## config.mk

```make
export PLATFORM = sky130hd
export DESIGN_NAME = kdp_update
export DESIGN_NICKNAME = d
export VERILOG_FILES = /design/src/hdl/kdp_pkg.sv /design/src/hdl/kdp_update.sv
export SDC_FILE = /design/constraint.sdc
export NUM_CORES = 1
export LEC_CHECK = 0
export BUFFER_PORTS_ARGS = -buffer_cell sky130_fd_sc_hd__buf_2
export CAP_MARGIN = 20
export CORE_MARGIN = 3
export CORE_UTILIZATION = 48
export DETAILED_ROUTE_END_ITERATION = 16
export PLACE_DENSITY = 0.89
export SYNTH_ARGS = -nofsm -noshare
export SYNTH_HDL_FRONTEND = slang
export SYNTH_SLANG_ARGS = --single-unit
```

## constraint.sdc

```tcl
create_clock -name vclk -period 4.7
set_input_delay 0.235 -clock vclk [all_inputs]
set_output_delay 0.235 -clock vclk [all_outputs]
set_load 0.05 [all_outputs]
```

## src/hdl/kdp_pkg.sv

```systemverilog
package kdp_pkg;

  localparam int MAX_CAPACITY_DEF = 1023;
  localparam int VALUE_BITS_DEF   = 32;

  // fixed field widths of the ports
  localparam int CAP_W       = 10;
  localparam int IN_VALUE_W  = 16;
  localparam int OUT_VALUE_W = 32;

  localparam logic [CAP_W-1:0] CAPACITY_RESET = 10'd1023;

  // status of one table entry update
  typedef struct packed {
    logic write;
    logic sat;
  } kdp_upd_t;

endpackage

```

## src/hdl/kdp_update.sv

```systemverilog
module kdp_update #(
  parameter int VALUE_BITS = 32
) (
  input  logic                          src_reach,
  input  logic [VALUE_BITS-1:0]         src_value,
  input  logic                          dst_reach,
  input  logic [VALUE_BITS-1:0]         dst_value,
  input  logic [kdp_pkg::IN_VALUE_W-1:0] item_value,
  output logic [VALUE_BITS-1:0]         new_value,
  output kdp_pkg::kdp_upd_t             status
);

  import kdp_pkg::*;

  localparam int SUM_W = ((VALUE_BITS > IN_VALUE_W) ? VALUE_BITS : IN_VALUE_W) + 1;

  logic [SUM_W-1:0]      sum;
  logic                  over;
  logic [VALUE_BITS-1:0] cand;

  // anything at or above bit VALUE_BITS means the sum left the value range
  assign sum       = SUM_W'(src_value) + SUM_W'(item_value);
  assign over      = |sum[SUM_W-1:VALUE_BITS];
  assign cand      = over ? '1 : sum[VALUE_BITS-1:0];
  assign new_value = cand;

  assign status.sat   = src_reach && over;
  assign status.write = src_reach && (!dst_reach || (cand > dst_value));

endmodule
```

Word level (Yosys, flattened, before mapping)
Cells that the tools add are included.

word-level totals
  output and inout bits = 34
  bits in latches = 0
  RAM bits = 0
  ROM bits = 0
  register bits = 0
  memories = 0
  word-level logic and storage cells = 7
  bits of input ports = 82

cells by class
  add/sub/neg operators = 1
  multiply operators = 0
  reduce and logical (&&, ||, !) cells = 4
  shift operators = 0
  bitwise logic cells = 0
  div/mod/pow operators = 0
  equal/unequal tests = 0
  multiplexer cells = 1
  $lt $le $gt $ge = 1

operators by type and width
  operator                                   number
  32-bit by 16-bit adder with 33-bit output  1
  32-bit > comparator                        1
  32-bit 2-to-1 mux                          1
  1-bit logical AND                          2
  1-bit zero test                            1
  1-bit logical OR                           1

Depth between registers and ports, before layout
Gate-level depths: netlist (run 1).

  depth after elaboration = 5
  gate-level depth with buffers = 16
  mapped depth without buffers = 15

Least setup slack after synthesis (run 1)
Ideal clock, no wire load.

  path kind = input port to output port
  start = input port src_value[0]
  end = output port status[1] (netlist bit)
  data required time = 4,465 ps
  buffers on the path = 0
  path slack = -17 ps
  arrival = 4,482 ps
  stages = 15
  path through = ha_1 fa_1 a21o_1 a221oi_4 o22ai_2 a22o_1 nand2_1 o21ai_0 ha_1 nand4_1 or2_2 nor2_1 o21a_1 o41ai_1 a21oi_1

RTL lines
  what             RTL line          source
  start, declared  kdp_update.sv:5   input logic [VALUE_BITS-1:0] src_value,
  end, declared    kdp_update.sv:10  output kdp_pkg::kdp_upd_t status

==> impl_metrics.tcl, run 1 <==
set metrics [dict create \
    critPathKind "in2out" \
    ant_nets 0 \
    synth-compound-area-share 0.291 \
    setup_viol 0 \
    grt_usage 0.240 \
    yosysWarnings 0 \
    postCtsHoldBufs 0 \
    vias_per_cell 5.64 \
    rsz0062_at_grt "no" \
    port-buffer-count 116 \
    final_area_sq_um 2840 \
    grt_max_degree 10 \
    grt_pass1_vias 2522 \
    num_io_pins 116 \
    power_density_nw_per_um2 175 \
    fp.dieArea_sq_um 5460 \
    register_area_sq_um 0 \
    period_minus_slack_ns 4.35 \
    worst_hold_startpoint "src_value[20]" \
    finalCritPeriodShare 0.926 \
    layout-drive-gt1-share 0.320 \
    placedInstanceArea_sq_um 2840 \
    grt_pass1_wl_microns 10800 \
    routed_wl_microns 6910 \
    dp.cells 480 \
    synthSimpleGateAreaFrac 0.247 \
    hold_path_class "in2out" \
    ir_drop_mv 0.106 \
    cpPeakStageDelay_ns 0.46 \
    nNetsFinal 561 \
    status "finished clean" \
    drtIter0Drc 92 \
    critPathRequiredTime_ns 4.47 \
    cts_setup_buffers 0 \
    finalNonFillerCells 480 \
    die_width_microns 73.9 \
    core-area_sq_um 4410 \
    path_buf_inv 3 \
    vias 2706 \
    synth_top_family_by_area "compound AO/OA/AOI/OAI gates" \
    seq_cell_count 0 \
    tns_ns 0 \
    path_max_fanout 8 \
    cpMostUsedCell "a21o_1" \
    synth_xor_area_frac 0.0673 \
    cap_violations 0 \
    worstPathArrival_ns 4.12 \
    hold_violations 0 \
    antenna_found_initial 0 \
    synth-adder-area-share 0.281 \
    cts-resized-gates 0 \
    cpLargestDelayFamily "compound AO/OA/AOI/OAI gates" \
    relSlewSlack 0.656 \
    max_freq_ghz 0.230 \
    drc 0 \
    drtPass1Iterations 4 \
    syn_area_per_cell_sq_um 7.02 \
    nClkBuffers 0 \
    area_growth_pct 28.6 \
    gp_congestion 0.932 \
    multi_input_area_sq_um 2060 \
    min_to "new_value[20]" \
    seq_area_frac_synth 0 \
    syn-instance-count 315 \
    critPathLaunchType "input port" \
    dp.final_hpwl_microns 6150 \
    synthMuxAreaShare 0.0424 \
    grt.overflow.total 0 \
    syn-num-nets 446 \
    holdPathStages 3 \
    slew_violations 0 \
    utilization 0.644 \
    avgRoutedWirePerCell_microns 14.4 \
    tightest_slew_ns 0.509 \
    fp-row-count 24 \
    worstSetupEndpointType "output port" \
    num_antenna_cells 0 \
    synth_area_sq_um 2210 \
    fillCellCount 407 \
    power_leakage_uw 0.00161 \
    start_util 0.501 \
    worst_path_max_delay_cell "a32oi_2" \
    synth.distinct_cells 51 \
    die_y_microns 73.9 \
    crit_chain "buf_2 > ha_1 > fa_1 > a21o_1 > a221oi_4 > o22ai_2 > a32oi_2 > buf_4 > nand2_1 > ha_1 > a21o_1 > a21o_1 > a21oi_1 > o22ai_1 > o41ai_1 > a21oi_2 > buf_2" \
]
-- routing by layer --
| layer | vias to the layer above | global-route usage | share of wire |
|---|---|---|---|
| li1 | 1383 | - | - |
| met1 | 1202 | 0.308 | 0.45 |
| met2 | 109 | 0.434 | 0.47 |
| met3 | 12 | 0.0164 | 0.067 |
| met4 | 0 | 0.0523 | 0.016 |
| met5 | - | 0 | 0 |
-- metrics by stage --
step	worst slack (ns)	total power, uW	hold WS (ns)
4_1_cts	0.343	497	0.892
2_1_floorplan	0.279	364	0.700
3_3_place_gp	0.407	484	0.875
5_1_grt	0.129	545	0.923
3_5_place_dp	0.345	496	0.889
6_report	0.348	499	0.887
-- report_power, final --
part / leakage (uW) / internal (uW) / switching, uW
Sequential: 0 / 0 / 0
Clock: 0 / 0 / 0
Combinational: 0.00161 / 168 / 331
-- cell usage after synthesis (all sizes together) (2+ instances only) --
cell type | number | area share
o21ai | 12 | 0.031
o31a | 2 | 0.0079
o21a | 8 | 0.027
a21boi | 2 | 0.0068
a21o | 16 | 0.054
mux2 | 8 | 0.042
and2 | 2 | 0.0057
nand2b | 2 | 0.0057
ha | 48 | 0.27
nand2 | 49 | 0.083
a21oi | 31 | 0.072
xnor2 | 10 | 0.040
xor2 | 7 | 0.028
nor2 | 12 | 0.020
a2111oi | 2 | 0.014
o22ai | 4 | 0.014
and3 | 2 | 0.0079
inv | 34 | 0.058
and4 | 5 | 0.021
a211oi | 2 | 0.0068
a41oi | 2 | 0.0079
nand3 | 8 | 0.018
buf | 5 | 0.014
nor3 | 9 | 0.020
nor2b | 3 | 0.0085
nand4 | 14 | 0.040
-- layout by cell type, fill, tap and decap left out, drive strengths merged, types with 10 or more instances in the layout --
cell type	instances
nand2	49
buf	118
xnor2	10
nor2	12
nand4	14
ha	48
a21oi	31
a21o	16
inv	34
o21ai	12
-- final cells by class --
| cell class | count | area share |
|---|---|---|
| well taps | 52 | 0.0229 |
| inverters | 34 | 0.0449 |
| multi-input cells | 276 | 0.723 |
| repair buffers | 118 | 0.209 |
-- cells by family after synthesis --
group	after synthesis
compound gates	91
xor+xnor	17
fa+ha+maj	49
buf+inv	39
mux	8
simple gates	111
-- worst max-delay path by stage --
stage / from / to / slack [ns] / depth (start not counted)
final: src_value[0] / status[1] / 0.35 / 17
after global routing: src_value[0] / status[1] / 0.13 / 17
after CTS: src_value[0] / status[1] / 0.34 / 17
after detailed placement: src_value[0] / status[1] / 0.35 / 17
after global placement: src_value[0] / status[1] / 0.41 / 17
after floorplan: src_value[0] / status[1] / 0.28 / 15
Power figures use the tool's default switching activity.
==> inputs of run 2 (changes only) <==
ABC_AREA = 1   (was unset)
CORE_UTILIZATION = 51   (was 48)
PLACE_DENSITY = 0.94   (was 0.89)
==> run 2 against run 1 <==
Compared with the run above:
- final area rose by 14%
- via count up 26%
- power grew 1.2%
- synthesized cell count increased by 50%
- count of clock-buffer cells in the layout unchanged
- combinational power up 1%
- critical path depth increased by 4
- flip-flop and latch count unchanged
- critical path type unchanged
- die area up 10%
- first-iteration DRC count increased by 140%
- worst hold slack lost 0.083 ns
- final cell count increased by 36%
==> impl_metrics.tcl, run 2 <==
set metrics [dict create \
    yosysWarnings 0 \
    holdPathStages 3 \
    power_density_nw_per_um2 156 \
    start_util 0.541 \
    cpMostUsedCell "nand2_1" \
    drc 0 \
    ant_nets 0 \
    cts-resized-gates 0 \
    drtPass1Iterations 5 \
    syn-instance-count 471 \
    routed_wl_microns 8130 \
    register_area_sq_um 0 \
    min_to "status[1]" \
    period_minus_slack_ns 3.78 \
    path_max_fanout 25 \
    setup_viol 0 \
    tns_ns 0 \
    layout_common_cells "127 x nand2_1, 116 x buf_2, 92 x inv_1" \
    syn-num-nets 602 \
    layout_commonest_cell "nand2_1" \
    fin_hold_ws_ns 0.804 \
    fillCellCount 482 \
    port-buffer-count 116 \
    max_freq_ghz 0.264 \
    critPathRequiredTime_ns 4.47 \
    power_leakage_uw 0.00209 \
    synth.largest_area_cell "ha_1" \
    vias_per_cell 5.22 \
    avgRoutedWirePerCell_microns 12.5 \
    hold_violations 0 \
    die_width_microns 77.5 \
    synth_area_sq_um 2600 \
    postCtsHoldBufs 0 \
    seq_cell_count 0 \
    multi_input_area_sq_um 2230 \
    worst_hold_startpoint "dst_reach" \
    synth_area_leaders "ha_1 23%, nand2_1 18%, inv_1 13%" \
    grt_pass1_vias 3364 \
    finalCritPeriodShare 0.805 \
    num_io_pins 116 \
    area_growth_pct 24.6 \
    syn_area_per_cell_sq_um 5.53 \
    drtIter0Drc 223 \
    critPathKind "in2out" \
    nNetsFinal 718 \
    layout-drive-gt1-share 0.248 \
    synth.most_common_cell "nand2_1" \
    cpPeakStageDelay_ns 0.39 \
    grt.overflow.total 0 \
    die_y_microns 77.5 \
    cpLargestDelayFamily "simple AND/OR/NAND/NOR gates" \
    gp_congestion 0.944 \
    synth.distinct_cells 30 \
    cts_setup_buffers 0 \
    tightest_slew_ns 0.366 \
    synth_top_area_frac 0.231 \
    power.total_uw 505 \
    grt_max_degree 26 \
    cap_violations 0 \
    relSlewSlack 0.754 \
    hold_path_class "in2out" \
    vias 3403 \
    slew_violations 0 \
    worstSetupEndpointType "output port" \
    ir_drop_mv 0.0981 \
    antenna_found_initial 0 \
    dp.final_hpwl_microns 7390 \
    worstPathArrival_ns 3.55 \
    num_antenna_cells 0 \
    grt_pass1_wl_microns 13800 \
    status "finished clean" \
    grt_usage 0.268 \
    worst_path_max_delay_cell "fa_1" \
    core-area_sq_um 4820 \
    synthTopCellsByCount "127 x nand2_1, 92 x inv_1, 48 x ha_1, 48 x nand3_1, 45 x nor2_1" \
    nClkBuffers 0 \
    rsz0062_at_grt "no" \
    path_buf_inv 2 \
    seq_area_frac_synth 0 \
    fp.dieArea_sq_um 6000 \
    fp-row-count 25 \
    critPathLaunchType "input port" \
    crit_chain "buf_2 > ha_1 > fa_1 > nand2_1 > nand3_1 > and2_1 > a21o_1 > nand2_2 > nand2_4 > nand2_4 > nand3_1 > ha_1 > nand2_1 > nor2_1 > nand4_1 > nor2_1 > nand2_1 > nand2_1 > nand2_1 > a21oi_1 > buf_2" \
]
==> run 2: cell count changes in the layout (fill, tap and decap cells not counted), sizes merged, moves of 5 or more <==
cell / change
a21o: -10
and4: -5
inv: +61
mux2: -8
nand2: +83
nand3: +51
nand4: -5
nor2: +34
o21a: -7
xnor2: -9
==> run 2: cell type report <==
class / count / share of cell area
timing repair buffer: 116 / 0.179
tap: 67 / 0.0258
multi-input combinational: 374 / 0.686
inverter: 95 / 0.110
==> run 2: how the worst max path moves through the flow <==
stage / from / endpoint / slack, ns / cells past startpoint
2_1_floorplan: src_value[0] / status[1] / 0.57 / 23
3_3_place_gp: src_value[0] / status[1] / 1.06 / 21
3_5_place_dp: src_value[0] / status[1] / 0.93 / 21
4_1_cts: src_value[0] / status[1] / 0.92 / 21
5_1_grt: src_value[0] / status[1] / 0.61 / 21
6_report: src_value[0] / status[1] / 0.92 / 21
==> run 2: logic make-up after synthesis <==
kind of cell | share of synthesized area
AND/OR/NAND/NOR | 0.474
AO/OA/AOI/OAI | 0.119
buffers and inverters | 0.146
XOR/XNOR | 0.0235
adder cells (fa/ha/maj) | 0.238
==> run 2: stage by stage <==
step	std cells	setup WS [ns]	cell area, sq um	utilization
floorplan	471	0.568	2610	-
global placement	652	1.06	3250	0.674
detailed placement	652	0.927	3250	0.674
CTS	652	0.916	3250	0.674
global route	652	0.610	3250	0.674
finish	652	0.916	3250	0.674
==> run 2: layer usage <==
metal / track usage / up-vias / routed length [microns]
met3: 0.0244 / 18 / 637
met5: 0 / - / 0
met2: 0.507 / 155 / 3950
met1: 0.324 / 1472 / 3370
li1: - / 1758 / -
met4: 0.0587 / 0 / 170
==> run 2: power by group <==
part           switching [uW]  leakage (uW)  internal, uW  total [uW]
Sequential                  0             0             0           0
Combinational             347       0.00209           158         505
Clock                       0             0             0           0
